## config.mk

```make
export PLATFORM = sky130hd
export DESIGN_NAME = page_bitmap_blitter
export DESIGN_NICKNAME = d
export VERILOG_FILES = /design/src/rtl/pbb_pkg.sv /design/src/rtl/pbb_fifo.sv /design/src/rtl/pbb_front.sv /design/src/rtl/pbb_back.sv /design/src/rtl/page_bitmap_blitter.sv
export VERILOG_INCLUDE_DIRS = /design/src /design/src/rtl
export SDC_FILE = /design/constraint.sdc
export NUM_CORES = 1
export LEC_CHECK = 0
export ABC_AREA = 1
export BUFFER_PORTS_ARGS = -buffer_cell sky130_fd_sc_hd__buf_2
export CAP_MARGIN = 20
export CORE_ASPECT_RATIO = 0.8
export CORE_MARGIN = 2
export CORE_UTILIZATION = 54
export CTS_CLUSTER_SIZE = 8
export DETAILED_ROUTE_END_ITERATION = 10
export PLACE_DENSITY = 0.84
export SLEW_MARGIN = 20
export SYNTH_ARGS = -nofsm -noshare
export SYNTH_HDL_FRONTEND = slang
export SYNTH_HIERARCHICAL = 1
export SYNTH_SLANG_ARGS = --single-unit
```

## constraint.sdc

```tcl
create_clock -name i_clk -period 2.8 [get_ports i_clk]
set_clock_uncertainty 0.15 [all_clocks]
set_input_delay 0.28 -clock i_clk [delete_from_list [all_inputs] [get_ports i_clk]]
set_output_delay 0.28 -clock i_clk [all_outputs]
set_load 0.01 [all_outputs]
```

## src/rtl/page_bitmap_blitter_assert.svh

```systemverilog
// Assertion macros of the page bitmap blitter, included by the back end.
`ifndef PAGE_BITMAP_BLITTER_ASSERT_SVH
`define PAGE_BITMAP_BLITTER_ASSERT_SVH

// A condition that must hold at every clock edge outside reset.
`define PBB_ASSERT_ALWAYS(label, cond, msg) \
    label: assert property (@(posedge i_clk) disable iff (!i_rst_n) (cond)) \
        else $error(msg);

// An implication checked in the same cycle.
`define PBB_ASSERT_IMPL(label, ante, cons, msg) \
    label: assert property (@(posedge i_clk) disable iff (!i_rst_n) (ante) |-> (cons)) \
        else $error(msg);

`endif

```

## src/rtl/pbb_pkg.sv

```systemverilog
// Shared types, constants and helpers of the page bitmap blitter.
`timescale 1ns / 1ps
package pbb_pkg;

    localparam int COORD_BITS = 10;
    localparam int PIX_BITS   = 10;
    localparam int FIFO_DEPTH = 4;

    typedef logic [COORD_BITS-1:0] t_coord;
    typedef logic [PIX_BITS-1:0]   t_pix;

    typedef enum logic [1:0] {
        ACT_BEGIN = 2'd0,
        ACT_BYTE  = 2'd1,
        ACT_NEXT  = 2'd2
    } t_action;

    // One nonzero bitmap byte placed on the screen, handed from front to back.
    typedef struct packed {
        t_coord      px;
        t_coord      py0;
        logic [7:0]  bits;
    } t_job;

    // Fit a 10-bit input coordinate into the internal coordinate width.
    function automatic t_coord to_coord(input logic [PIX_BITS-1:0] v);
        logic [COORD_BITS+PIX_BITS-1:0] w;
        w = {{COORD_BITS{1'b0}}, v};
        return w[COORD_BITS-1:0];
    endfunction

    // Fit an internal coordinate into the 10-bit output field.
    function automatic t_pix to_pix(input t_coord c);
        logic [COORD_BITS+PIX_BITS-1:0] w;
        w = {{PIX_BITS{1'b0}}, c};
        return w[PIX_BITS-1:0];
    endfunction

endpackage

```

## src/rtl/pbb_fifo.sv

```systemverilog
// Short job queue between the classifying front and the pixel back end.
`timescale 1ns / 1ps
module pbb_fifo (
    input  logic         i_clk,
    input  logic         i_rst_n,
    input  logic         i_push,
    input  pbb_pkg::t_job i_job,
    output logic         o_full,
    input  logic         i_pop,
    output logic         o_valid,
    output pbb_pkg::t_job o_job
);
    import pbb_pkg::*;

    localparam int PTR_W = $clog2(FIFO_DEPTH);
    localparam int CNT_W = $clog2(FIFO_DEPTH + 1);
    localparam logic [CNT_W-1:0] FULL_CNT = CNT_W'(FIFO_DEPTH);

    t_job              r_mem [FIFO_DEPTH];
    logic [PTR_W-1:0]  r_wr_ptr, n_wr_ptr;
    logic [PTR_W-1:0]  r_rd_ptr, n_rd_ptr;
    logic [CNT_W-1:0]  r_count, n_count;

    always_comb begin
        n_wr_ptr = r_wr_ptr;
        n_rd_ptr = r_rd_ptr;
        n_count  = r_count;
        if (i_push) begin
            n_wr_ptr = r_wr_ptr + PTR_W'(1);
        end
        if (i_pop) begin
            n_rd_ptr = r_rd_ptr + PTR_W'(1);
        end
        if (i_push && !i_pop) begin
            n_count = r_count + CNT_W'(1);
        end else if (!i_push && i_pop) begin
            n_count = r_count - CNT_W'(1);
        end
    end

    always_ff @(posedge i_clk) begin
        if (!i_rst_n) begin
            r_wr_ptr <= '0;
            r_rd_ptr <= '0;
            r_count  <= '0;
        end else begin
            r_wr_ptr <= n_wr_ptr;
            r_rd_ptr <= n_rd_ptr;
            r_count  <= n_count;
        end
    end

    always_ff @(posedge i_clk) begin
        if (i_push) begin
            r_mem[r_wr_ptr] <= i_job;
        end
    end

    assign o_full  = (r_count == FULL_CNT);
    assign o_valid = (r_count != '0);
    assign o_job   = r_mem[r_rd_ptr];

endmodule

```

## src/rtl/pbb_front.sv

```systemverilog
// Front end: takes words, keeps the image geometry and queues nonzero bytes.
`timescale 1ns / 1ps
module pbb_front (
    input  logic             i_clk,
    input  logic             i_rst_n,
    input  logic             i_valid,
    output logic             o_ready,
    input  pbb_pkg::t_action i_action,
    input  logic [9:0]       i_start_x,
    input  logic [9:0]       i_start_y,
    input  logic [7:0]       i_image_width,
    input  logic [7:0]       i_image_height,
    input  logic [7:0]       i_bitmap_byte,
    output logic             o_push,
    output pbb_pkg::t_job    o_job,
    input  logic             i_full
);
    import pbb_pkg::*;

    localparam int SUM_W = COORD_BITS + 9;

    t_coord      r_origin_x, n_origin_x;
    t_coord      r_origin_y, n_origin_y;
    logic [7:0]  r_width,    n_width;
    logic [5:0]  r_pages,    n_pages;
    logic [7:0]  r_col,      n_col;
    logic [5:0]  r_page,     n_page;
    logic        r_active,   n_active;

    logic             accept;
    logic [SUM_W-1:0] px_sum, py_sum, nx_sum;
    logic [8:0]       h_round;
    logic [5:0]       new_pages;
    logic [7:0]       col_inc;
    logic [5:0]       page_inc;

    assign accept = i_valid && !i_full;
    assign o_ready = !i_full;

    assign px_sum = {9'd0, r_origin_x} + {{(COORD_BITS + 1){1'b0}}, r_col};
    assign py_sum = {9'd0, r_origin_y} + {{COORD_BITS{1'b0}}, r_page, 3'b000};
    assign nx_sum = {9'd0, r_origin_x} + {{(COORD_BITS + 1){1'b0}}, r_width}
                    + SUM_W'(1);
    assign h_round   = {1'b0, i_image_height} + 9'd7;
    assign new_pages = h_round[8:3];
    assign col_inc   = r_col + 8'd1;
    assign page_inc  = r_page + 6'd1;

    assign o_job.px   = px_sum[COORD_BITS-1:0];
    assign o_job.py0  = py_sum[COORD_BITS-1:0];
    assign o_job.bits = i_bitmap_byte;

    always_comb begin
        n_origin_x = r_origin_x;
        n_origin_y = r_origin_y;
        n_width    = r_width;
        n_pages    = r_pages;
        n_col      = r_col;
        n_page     = r_page;
        n_active   = r_active;
        o_push     = 1'b0;
        if (accept) begin
            case (i_action)
                ACT_BEGIN, ACT_NEXT: begin
                    if (i_action == ACT_BEGIN) begin
                        n_origin_x = to_coord(i_start_x);
                        n_origin_y = to_coord(i_start_y);
                    end else begin
                        n_origin_x = nx_sum[COORD_BITS-1:0];
                    end
                    n_width  = i_image_width;
                    n_pages  = new_pages;
                    n_col    = '0;
                    n_page   = '0;
                    n_active = (i_image_width != 8'd0) && (new_pages != 6'd0);
                end
                ACT_BYTE: begin
                    if (r_active) begin
                        o_push = (i_bitmap_byte != 8'd0);
                        n_col  = col_inc;
                        if (col_inc >= r_width) begin
                            n_col  = '0;
                            n_page = page_inc;
                            if (page_inc >= r_pages) begin
                                n_active = 1'b0;
                            end
                        end
                    end
                end
                default: begin
                end
            endcase
        end
    end

    always_ff @(posedge i_clk) begin
        if (!i_rst_n) begin
            r_origin_x <= '0;
            r_origin_y <= '0;
            r_width    <= '0;
            r_pages    <= '0;
            r_col      <= '0;
            r_page     <= '0;
            r_active   <= 1'b0;
        end else begin
            r_origin_x <= n_origin_x;
            r_origin_y <= n_origin_y;
            r_width    <= n_width;
            r_pages    <= n_pages;
            r_col      <= n_col;
            r_page     <= n_page;
            r_active   <= n_active;
        end
    end

endmodule

```

## src/rtl/pbb_back.sv

```systemverilog
// Back end: turns each queued byte into one pixel word per set bit.
`timescale 1ns / 1ps
`include "page_bitmap_blitter_assert.svh"
module pbb_back (
    input  logic          i_clk,
    input  logic          i_rst_n,
    input  logic          i_fifo_valid,
    input  pbb_pkg::t_job i_job,
    output logic          o_pop,
    input  logic [15:0]   i_pixel_color,
    output logic          o_out_valid,
    input  logic          i_out_ready,
    output pbb_pkg::t_pix o_pixel_x,
    output pbb_pkg::t_pix o_pixel_y,
    output logic [15:0]   o_color,
    output logic          o_last
);
    import pbb_pkg::*;

    localparam int SUM_W = COORD_BITS + 1;

    // Index of the highest set bit, which is the uppermost remaining pixel.
    function automatic logic [2:0] top_bit(input logic [7:0] b);
        logic [2:0] idx;
        idx = 3'd0;
        for (int i = 0; i < 8; i++) begin
            if (b[i]) begin
                idx = 3'(i);
            end
        end
        return idx;
    endfunction

    logic        r_job_valid, n_job_valid;
    logic [7:0]  r_bits,      n_bits;
    t_coord      r_px,        n_px;
    t_coord      r_py0,       n_py0;

    logic        r_out_valid, n_out_valid;
    t_pix        r_out_x,     n_out_x;
    t_pix        r_out_y,     n_out_y;
    logic [15:0] r_out_color, n_out_color;
    logic        r_out_last,  n_out_last;

    logic             out_free, emit, job_done;
    logic [2:0]       idx;
    logic [2:0]       row_off;
    logic [7:0]       remaining;
    logic [SUM_W-1:0] py_sum;

    assign out_free  = !r_out_valid || i_out_ready;
    assign emit      = r_job_valid && out_free;
    assign idx       = top_bit(r_bits);
    assign remaining = r_bits & ~(8'd1 << idx);
    // Row offset within the page is 7 minus the bit index.
    assign row_off   = ~idx;
    assign py_sum    = {1'b0, r_py0} + {{(SUM_W - 3){1'b0}}, row_off};
    assign job_done  = !r_job_valid || (emit && (remaining == 8'd0));
    assign o_pop     = job_done && i_fifo_valid;

    always_comb begin
        n_job_valid = r_job_valid;
        n_bits      = r_bits;
        n_px        = r_px;
        n_py0       = r_py0;
        n_out_valid = r_out_valid;
        n_out_x     = r_out_x;
        n_out_y     = r_out_y;
        n_out_color = r_out_color;
        n_out_last  = r_out_last;

        if (emit) begin
            n_out_valid = 1'b1;
            n_out_x     = to_pix(r_px);
            n_out_y     = to_pix(py_sum[COORD_BITS-1:0]);
            n_out_color = i_pixel_color;
            n_out_last  = (remaining == 8'd0);
            n_bits      = remaining;
            n_job_valid = (remaining != 8'd0);
        end else if (i_out_ready) begin
            n_out_valid = 1'b0;
        end

        if (o_pop) begin
            n_job_valid = 1'b1;
            n_bits      = i_job.bits;
            n_px        = i_job.px;
            n_py0       = i_job.py0;
        end
    end

    always_ff @(posedge i_clk) begin
        if (!i_rst_n) begin
            r_job_valid <= 1'b0;
            r_out_valid <= 1'b0;
        end else begin
            r_job_valid <= n_job_valid;
            r_out_valid <= n_out_valid;
        end
    end

    always_ff @(posedge i_clk) begin
        r_bits      <= n_bits;
        r_px        <= n_px;
        r_py0       <= n_py0;
        r_out_x     <= n_out_x;
        r_out_y     <= n_out_y;
        r_out_color <= n_out_color;
        r_out_last  <= n_out_last;
    end

    assign o_out_valid = r_out_valid;
    assign o_pixel_x   = r_out_x;
    assign o_pixel_y   = r_out_y;
    assign o_color     = r_out_color;
    assign o_last      = r_out_last;

    `PBB_ASSERT_IMPL(a_job_has_bits, r_job_valid, r_bits != 8'd0, "active job with no bits left")
    `PBB_ASSERT_IMPL(a_pop_nonempty, o_pop, i_fifo_valid, "pop from an empty queue")
    `PBB_ASSERT_IMPL(a_mid_byte_job, r_out_valid && !r_out_last, r_job_valid, "byte cut short")

endmodule

```

## src/rtl/page_bitmap_blitter.sv

```systemverilog
// Top level of the page bitmap blitter: ports, color register and wiring.
`timescale 1ns / 1ps

// The blitter turns a page-organised monochrome bitmap into pixel writes.
// Each input word carries an action in s_axis_tuser: begin opens an image at
// the given origin with a width and a height, next glyph opens an image right
// of the previous one plus one blank column, and a byte word supplies one
// column of one 8-row page, most significant bit at the top. Every set bit of
// an in-image byte becomes one output word with its column, row and the
// current color; tlast marks the final pixel of a byte. Zero bytes and bytes
// past the end of the image give no output. A byte with n set bits holds the
// pixel stage until all n of its pixels are out, one pixel per cycle while the
// output is not stalled; the front accepts one word per cycle as long as its
// four-entry job queue has room, so begin words and empty bytes pass while
// earlier pixels are still draining.
// The color register may only be written while no pixels are pending.
module page_bitmap_blitter (
    input  logic        i_clk,
    input  logic        i_rst_n,
    input  logic        i_cfg_valid,
    output logic        o_cfg_ready,
    input  logic [15:0] i_cfg_data,      // pixel_color
    input  logic        s_axis_tvalid,
    output logic        s_axis_tready,
    // start_x[9:0], start_y[19:10], image_width[27:20], image_height[35:28],
    // bitmap_byte[43:36], zero fill[47:44]
    input  logic [47:0] s_axis_tdata,
    input  logic [1:0]  s_axis_tuser,    // action
    output logic        m_axis_tvalid,
    input  logic        m_axis_tready,
    // pixel_x[9:0], pixel_y[19:10], color[35:20], zero fill[39:36]
    output logic [39:0] m_axis_tdata,
    output logic        m_axis_tlast     // last pixel of the byte
);
    import pbb_pkg::*;

    logic [15:0] r_pixel_color;

    logic  fifo_push, fifo_full, fifo_pop, fifo_valid;
    t_job  push_job, pop_job;
    t_pix  pixel_x, pixel_y;
    logic [15:0] color;

    // The color register is always ready; it resets to white.
    assign o_cfg_ready = 1'b1;

    always_ff @(posedge i_clk) begin
        if (!i_rst_n) begin
            r_pixel_color <= 16'hFFFF;
        end else if (i_cfg_valid) begin
            r_pixel_color <= i_cfg_data;
        end
    end

    pbb_front u_front (
        .i_clk          (i_clk),
        .i_rst_n        (i_rst_n),
        .i_valid        (s_axis_tvalid),
        .o_ready        (s_axis_tready),
        .i_action       (t_action'(s_axis_tuser)),
        .i_start_x      (s_axis_tdata[9:0]),
        .i_start_y      (s_axis_tdata[19:10]),
        .i_image_width  (s_axis_tdata[27:20]),
        .i_image_height (s_axis_tdata[35:28]),
        .i_bitmap_byte  (s_axis_tdata[43:36]),
        .o_push         (fifo_push),
        .o_job          (push_job),
        .i_full         (fifo_full)
    );

    pbb_fifo u_fifo (
        .i_clk   (i_clk),
        .i_rst_n (i_rst_n),
        .i_push  (fifo_push),
        .i_job   (push_job),
        .o_full  (fifo_full),
        .i_pop   (fifo_pop),
        .o_valid (fifo_valid),
        .o_job   (pop_job)
    );

    pbb_back u_back (
        .i_clk         (i_clk),
        .i_rst_n       (i_rst_n),
        .i_fifo_valid  (fifo_valid),
        .i_job         (pop_job),
        .o_pop         (fifo_pop),
        .i_pixel_color (r_pixel_color),
        .o_out_valid   (m_axis_tvalid),
        .i_out_ready   (m_axis_tready),
        .o_pixel_x     (pixel_x),
        .o_pixel_y     (pixel_y),
        .o_color       (color),
        .o_last        (m_axis_tlast)
    );

    assign m_axis_tdata = {4'd0, color, pixel_y, pixel_x};

endmodule

```

Yosys cells after proc, flatten, opt, wreduce, memory -nomap -nowiden
Memories as Yosys holds them, arrays and structs flattened. A register that Yosys moved wholly into a read port is not among the register bits.
Cells that the tools add are included.
{ "totals": {"output_inout_bits": 44, "input_bits": 71, "regBits": 139, "n_memories": 1, "ramBits": 112} }
{ "classes": {"n_reduce_logical": 31, "n_shift": 1, "n_eq_ne": 5, "n_bitwise": 3, "addsub": 12, "order_cmp": 2, "mux": 33} }
{ "mem_list": {"columns": ["name", "words", "word_bits", "rd", "rd_clocked_by_memory_dff", "wr", "line_no", "rtl"], "rows": [
  ["u_fifo.r_mem", 4, 28, 1, 1, 1, "pbb_fifo.sv:19", "t_job r_mem [FIFO_DEPTH];"]
]} }
{ "op_table": {"columns": ["op", "count"], "rows": [
  ["2-to-1 mux 8 bit", 4],
  ["nonzero test 8 bit", 3],
  ["adder 10 x 8 -> 10 bit", 2],
  ["2-to-1 mux 3 bit", 6],
  ["one-hot mux 8 bit (2 select lines)", 1],
  ["2-to-1 mux 1 bit", 13],
  ["2-to-1 mux 6 bit", 2],
  ["one-hot mux 6 bit (2 select lines)", 1],
  ["adder 10 x 1 -> 10 bit, second input constant", 1],
  ["adder 10 x 3 -> 10 bit", 1],
  ["adder 10 x 9 -> 10 bit", 1],
  ["2-to-1 mux 10 bit", 1],
  ["adder 8 x 3 -> 9 bit, second input constant", 1],
  ["adder 8 x 1 -> 8 bit, second input constant", 1],
  ["bitwise AND 8 bit", 1],
  [">= comparator 8 bit", 1],
  ["logical NOT 8 bit", 1],
  ["2-to-1 mux 2 bit", 4],
  ["NOT 8 bit", 1],
  ["nonzero test 2 bit", 4],
  ["left shift 1 x 3 -> 8 bit, first input constant", 1],
  ["logical AND 1 bit", 7],
  ["adder 6 x 1 -> 6 bit, second input constant", 1],
  [">= comparator 6 bit", 1],
  ["other kinds (18)", 27]
]} }

Longest topological paths before layout
{ "depth": {"ltp_word": 17, "depth_mapped": 24} }

By module
The synthesis kept the hierarchy.
{ "modules_own_cells": {"columns": ["mod", "instances", "cells_each", "area_per_inst_um2"], "rows": [
  ["pbb_fifo", 1, 330, 4598.2],
  ["pbb_front", 1, 536, 3727.3],
  ["pbb_back", 1, 185, 2612.5],
  ["page_bitmap_blitter", 1, 77, 713.2]
]} }

Least setup slack after synthesis
No wires, ideal clock.
{ "synth_path": {"path_type": "register to register", "from": "register u_back.r_bits[6]", "to": "register u_fifo.r_count[1]", "synth_period_minus_slack_ns": 3.067, "arrival_time_ns": 2.801, "path_stages_with_launch": 18, "setup_slack_ns": -0.267, "n_path_buf": 0, "setup_time_ns": 0.116, "required_time_ns": 2.534, "cell_sequence": "edfxtp_1 -> nor2_2 -> inv_2 -> a21oi_4 -> nand4_1 -> nand2_1 -> nand2_2 -> nor2_2 -> nand3_2 -> nand2_4 -> nand2_4 -> inv_1 -> inv_1 -> ha_1 -> inv_1 -> fa_1 -> o21ai_0 -> nor2_1"} }
{ "synth_via": {"elab_chain_cells": 12, "elab_cells_between_ends": 14, "cone_classes": "shift (1); mux (3); bitwise (2); reduce/logical (8)"} }
{ "synth_lines": {"columns": ["element", "line_no", "rtl"], "rows": [
  ["start: declaration", "pbb_back.sv:35", "logic [7:0] r_bits, n_bits;"],
  ["start signal: assignment", "pbb_back.sv:103", "r_bits <= n_bits;"],
  ["2-to-1 mux 3 bit (2 in series)", "pbb_back.sv:27", "if (b[i]) begin"],
  ["left shift 1 x 3 -> 8 bit", "pbb_back.sv:54", "assign remaining = r_bits & ~(8'd1 << idx);"],
  ["NOT 8 bit", "pbb_back.sv:54", null],
  ["bitwise AND 8 bit (*)", "pbb_back.sv:54", null],
  ["logical NOT 8 bit (*)", "pbb_back.sv:58", "assign job_done = !r_job_valid || (emit && (remaining == 8'd0));"],
  ["logical AND 1 bit (*)", "pbb_back.sv:58", null],
  ["logical OR 1 bit (*)", "pbb_back.sv:58", null],
  ["logical AND 1 bit (*)", "pbb_back.sv:59", "assign o_pop = job_done && i_fifo_valid;"],
  ["via fifo_pop", "page_bitmap_blitter.sv:39", "logic fifo_push, fifo_full, fifo_pop, fifo_valid;"],
  ["logical NOT 1 bit (*)", "pbb_fifo.sv:34", "if (i_push && !i_pop) begin"],
  ["logical AND 1 bit (*)", "pbb_fifo.sv:34", null],
  ["2-to-1 mux 3 bit (*)", "pbb_fifo.sv:34", null],
  ["via u_fifo.n_count[1]", "pbb_fifo.sv:22", "logic [CNT_W-1:0] r_count, n_count;"],
  ["end signal: assignment", "pbb_fifo.sv:49", "r_count <= n_count;"],
  ["end: declaration", "pbb_fifo.sv:22", null]
]} }
Mark *: on every way through the listed nets, which the timed path passes. The rest lies on a longest branch.
A chain may end at the register's enable or synchronous reset.

Final worst setup path
{ "layout_path": {"from": "register u_back.r_bits[2]", "to": "register u_fifo.r_count[2]"} }
{ "layout_via": {"elab_chain_cells": 16, "elab_cells_between_ends": 18, "cone_classes": "shift (1); mux (7); bitwise (2); reduce/logical (8)"} }
{ "layout_lines": {"columns": ["element", "line_no"], "rows": [
  ["2-to-1 mux 2 bit (2 in series)", "pbb_back.sv:27"],
  ["2-to-1 mux 3 bit (4 in series)", "pbb_back.sv:27"],
  ["left shift 1 x 3 -> 8 bit", "pbb_back.sv:54"],
  ["NOT 8 bit", "pbb_back.sv:54"],
  ["bitwise AND 8 bit (*)", "pbb_back.sv:54"],
  ["logical NOT 8 bit (*)", "pbb_back.sv:58"],
  ["logical AND 1 bit (*)", "pbb_back.sv:58"],
  ["logical OR 1 bit (*)", "pbb_back.sv:58"],
  ["logical AND 1 bit (*)", "pbb_back.sv:59"],
  ["via fifo_pop", "page_bitmap_blitter.sv:39"],
  ["logical NOT 1 bit", "pbb_fifo.sv:34"],
  ["logical AND 1 bit", "pbb_fifo.sv:34"],
  ["2-to-1 mux 3 bit or nonzero test 2 bit (tied branches)", null]
]} }
Marks and branches as above.

==> flow_summary.json <==
{
  "synth_edf_count": 177,
  "finalHoldViolations": 0,
  "dp_hpwl_um": 16000,
  "p_switching_mw": 4.01,
  "drive_above_1_share_pct": 19.9,
  "die-area_um2": 22800,
  "diodes": 0,
  "setup_viol_count_final": 0,
  "grt-ovfl-total": 0,
  "cts_buffers": 37,
  "arrival_ns": 3.03,
  "first_iter_violations": 800,
  "cap_viol_max_count": 0,
  "ios": 115,
  "routed_wl_um": 27100,
  "totalPowerFinal_mw": 12.5,
  "clk_latency_ns": 0.52,
  "setup_tns_ns": 0,
  "drtPass1Iterations": 6,
  "synthFlopType": "edfxtp_1",
  "status": "completed",
  "syn_area_um2": 11700,
  "antenna_found_initial": 0,
  "yosysUniqueCellTypes": 51,
  "critPathLaunchType": "flop",
  "cpMaxStageDelayCell": "edfxtp_1",
  "syn_inst": 1128,
  "drc": 0,
  "intPower_mw": 8.46,
  "place_congestion": 0.881,
  "cts_htree_levels": 2,
  "root_buffer": "clkbuf_16",
  "globalRouteTotalUtil_pct": 23.3,
  "slew_viol_final": 0,
  "ys_ff_latch": 253,
  "ys_seq_area_share_pct": 58.7,
  "critPathBufInv": 6,
  "fp.dieW_um": 168,
  "num_rows": 48,
  "ant_nets": 0,
  "tritoncts": "done",
  "pre_cts_slack_ns": 0.0387,
  "relSlewSlack_pct": 58.3,
  "final_cell_count_no_fill": 1600,
  "grt_pass1_vias": 8505,
  "hold_ws_ns": 0.0179,
  "clockPowerShare_pct": 33.1,
  "synth-warning-count": 6,
  "grt_pass1_wl_um": 42000,
  "critPathRequiredTime_ns": 3.06,
  "via_per_inst": 5.51,
  "nNetsFinal": 1421,
  "tightest_slew_ns": 0.624,
  "slowest_delay_ns": 0.42,
  "floorplan.initialDensity_pct": 54.5,
  "dp_cells": 1477,
  "cts.clk_slew.worst_paths_ns": 0.05,
  "clock.fmax_mhz": 361,
  "ir_worst_vdd_uv": 515,
  "vias": 8812,
  "min_period_ns": 2.77,
  "core-area_um2": 21400,
  "cts.sinks": 253,
  "synthArstFlopShare_pct": 0,
  "endpoint_kind": "flop",
  "layout_worst_path_cycle_share_pct": 98.9,
  "power_frac_seq_pct": 41.4,
  "min_path_type": "in -> reg",
  "wl_per_cell_um": 16.9,
  "p_leak_nw": 5.87,
  "power_per_cell_area_nw_per_um2": 884,
  "swShare_pct": 32.1,
  "syn_to_final_growth_pct": 21.1,
  "cts_buffer_depth": 3,
  "cpLargestDelayFamily": "simple AND/OR/NAND/NOR gates",
  "rsz0062_at_grt": "yes",
  "portBuffers": 105,
  "grt_max_degree": 57,
  "comb_power_share_pct": 25.5,
  "syn-mean-instance-area_um2": 10.3,
  "path_max_fanout": 5,
  "worstPathCellList": "inv_2 -> nand2_2 -> nand2_1 -> nand2_1 -> nand2_2 -> nand2_4 -> nand3_2 -> nand2_2 -> nand2_4 -> nor2_4 -> nand3_2 -> nand2_4 -> nand2_4 -> clkinvlp_4 -> inv_2 -> ha_4 -> inv_2 -> fa_2 -> inv_1 -> nand2_1 -> nand3_1 -> nand2_1 -> inv_1 -> nor2_1",
  "final.setup.worst_slack_ns": 0.0318,
  "die_y_um": 135,
  "criticalPathCategory": "reg -> reg"
}
power groups by stage:
stage / registers (mW) / clock network (mW) / logic (mW)
3_5_place_dp: 5.22 / 0 / 2.80
2_1_floorplan: 5.24 / 0 / 1.96
6_report: 5.17 / 4.13 / 3.18
4_1_cts: 5.15 / 4.18 / 2.93
5_1_grt: 5.22 / 4.36 / 3.49
3_3_place_gp: 5.19 / 0 / 2.65
worst min-delay path: cells and delay by family:
family / cells / cell delay [ns]
AOI/OAI and AO/OA: 2 / 0.16
buffers and inverters: 1 / 0.19
cells in the mapped netlist (3+ instances only):
cell	number	area, um^2
a21oi_1	54	270
buf_2	7	35.0
buf_4	22	165
buf_6	9	101
clkbuf_1	11	41.3
dfxtp_1	76	1520
edfxtp_1	177	5320
fa_1	4	80.1
ha_1	46	576
inv_1	106	398
inv_2	9	33.8
nand2_1	174	653
nand2_2	17	106
nand2_4	3	33.8
nand3_1	46	230
nand3_2	14	140
nand4_1	10	62.6
nor2_1	130	488
nor2_2	9	56.3
nor2_4	4	45.0
nor4_1	5	31.3
o21ai_0	81	405
o21ai_1	16	80.1
o21bai_1	3	22.5
o22ai_1	28	175
or2_2	3	18.8
xnor2_1	10	87.6
xor2_1	22	193
per-layer routing:
| metal | GRT usage, % | vias up | wire, um |
|---|---|---|---|
| met5 | 0 | - | 0 |
| met4 | 8.43 | 0 | 638 |
| met3 | 4.62 | 59 | 2160 |
| met2 | 39.1 | 418 | 12900 |
| met1 | 30.5 | 4155 | 11400 |
| li1 | - | 4180 | - |
path summary, 6_finish.rpt:
path                     from               endpoint  slack [ns]  cells past startpoint
max          u_back/r_bits[2]      u_fifo/r_count[2]        0.03                     24
min                   i_rst_n  u_front/r_origin_x[5]        0.02                      3
max reg2reg  u_back/r_bits[2]      u_fifo/r_count[2]        0.03                     24
min reg2reg    u_back/r_px[1]    u_back/o_pixel_x[1]        0.26                      0
per-stage QoR:
step / instance area [um^2] / util [%]
2_1_floorplan: 11700 / -
3_3_place_gp: 12400 / 57.8
3_5_place_dp: 12400 / 57.8
4_1_cts: 14000 / 65.4
5_1_grt: 14100 / 66.0
6_report: 14100 / 66.0
state kept, by name (all words and copies together) (netlist names), named ones only:
register / cells
u_back/o_out_valid: 1
u_back/r_job_valid: 1
u_front/r_origin_x: 10
u_front/r_pages: 6
u_front/r_active: 1
u_front/r_page: 6
u_back/r_bits: 8
u_back/o_last: 1
u_front/r_width: 8
u_back/o_pixel_y: 10
u_back/o_pixel_x: 10
u_fifo/r_rd_ptr: 2
r_pixel_color: 16
u_back/r_py0: 10
u_back/o_color: 16
u_front/r_origin_y: 10
u_fifo/r_wr_ptr: 2
u_fifo/r_count: 3
u_front/r_col: 8
u_back/r_px: 10
u_fifo/r_mem: 112
layout by cell type, fill, tap and decap left out, types with 44 or more instances in the layout:
master / Yosys / layout
nor2_1: 130 / 129
edfxtp_1: 177 / 177
ha_1: 46 / 45
dlygate4sd3_1: 0 / 53
inv_1: 106 / 100
buf_2: 7 / 105
nand2_1: 174 / 162
nand3_1: 46 / 44
o21ai_0: 81 / 77
a21oi_1: 54 / 54
dfxtp_1: 76 / 75
area by class of cell:
cell class,instances,area (um^2)
repair buffers,181,1280
multi-input cells,710,4110
inverters,117,448
well taps,275,344
clock buffers,61,1030
clock inverters,3,66.3
flip-flops and latches,253,6840
fillers,1489,7270
kinds of logic after synthesis:
logic type / after synthesis / share of synthesized area, %
other: 2 / 0.0645
xor gates and xnor gates: 33 / 2.55
DFF: 253 / 58.7
adders and majority gates: 50 / 5.63
buffers and inverters: 168 / 6.97
and+or+nand+nor: 421 / 16.5
AOI/OAI and AO/OA: 201 / 9.63
repair_timing:
item                                   4_1_cts  5_1_grt
resized for setup                            0       30
setup endpoints to repair                    1       13
hold buffers                                53        0
endpoints found under the hold margin       78        0
buffers inserted                             1        5
pin swaps                                    0       11
Note: power is estimated with default switching activity, not from simulation.
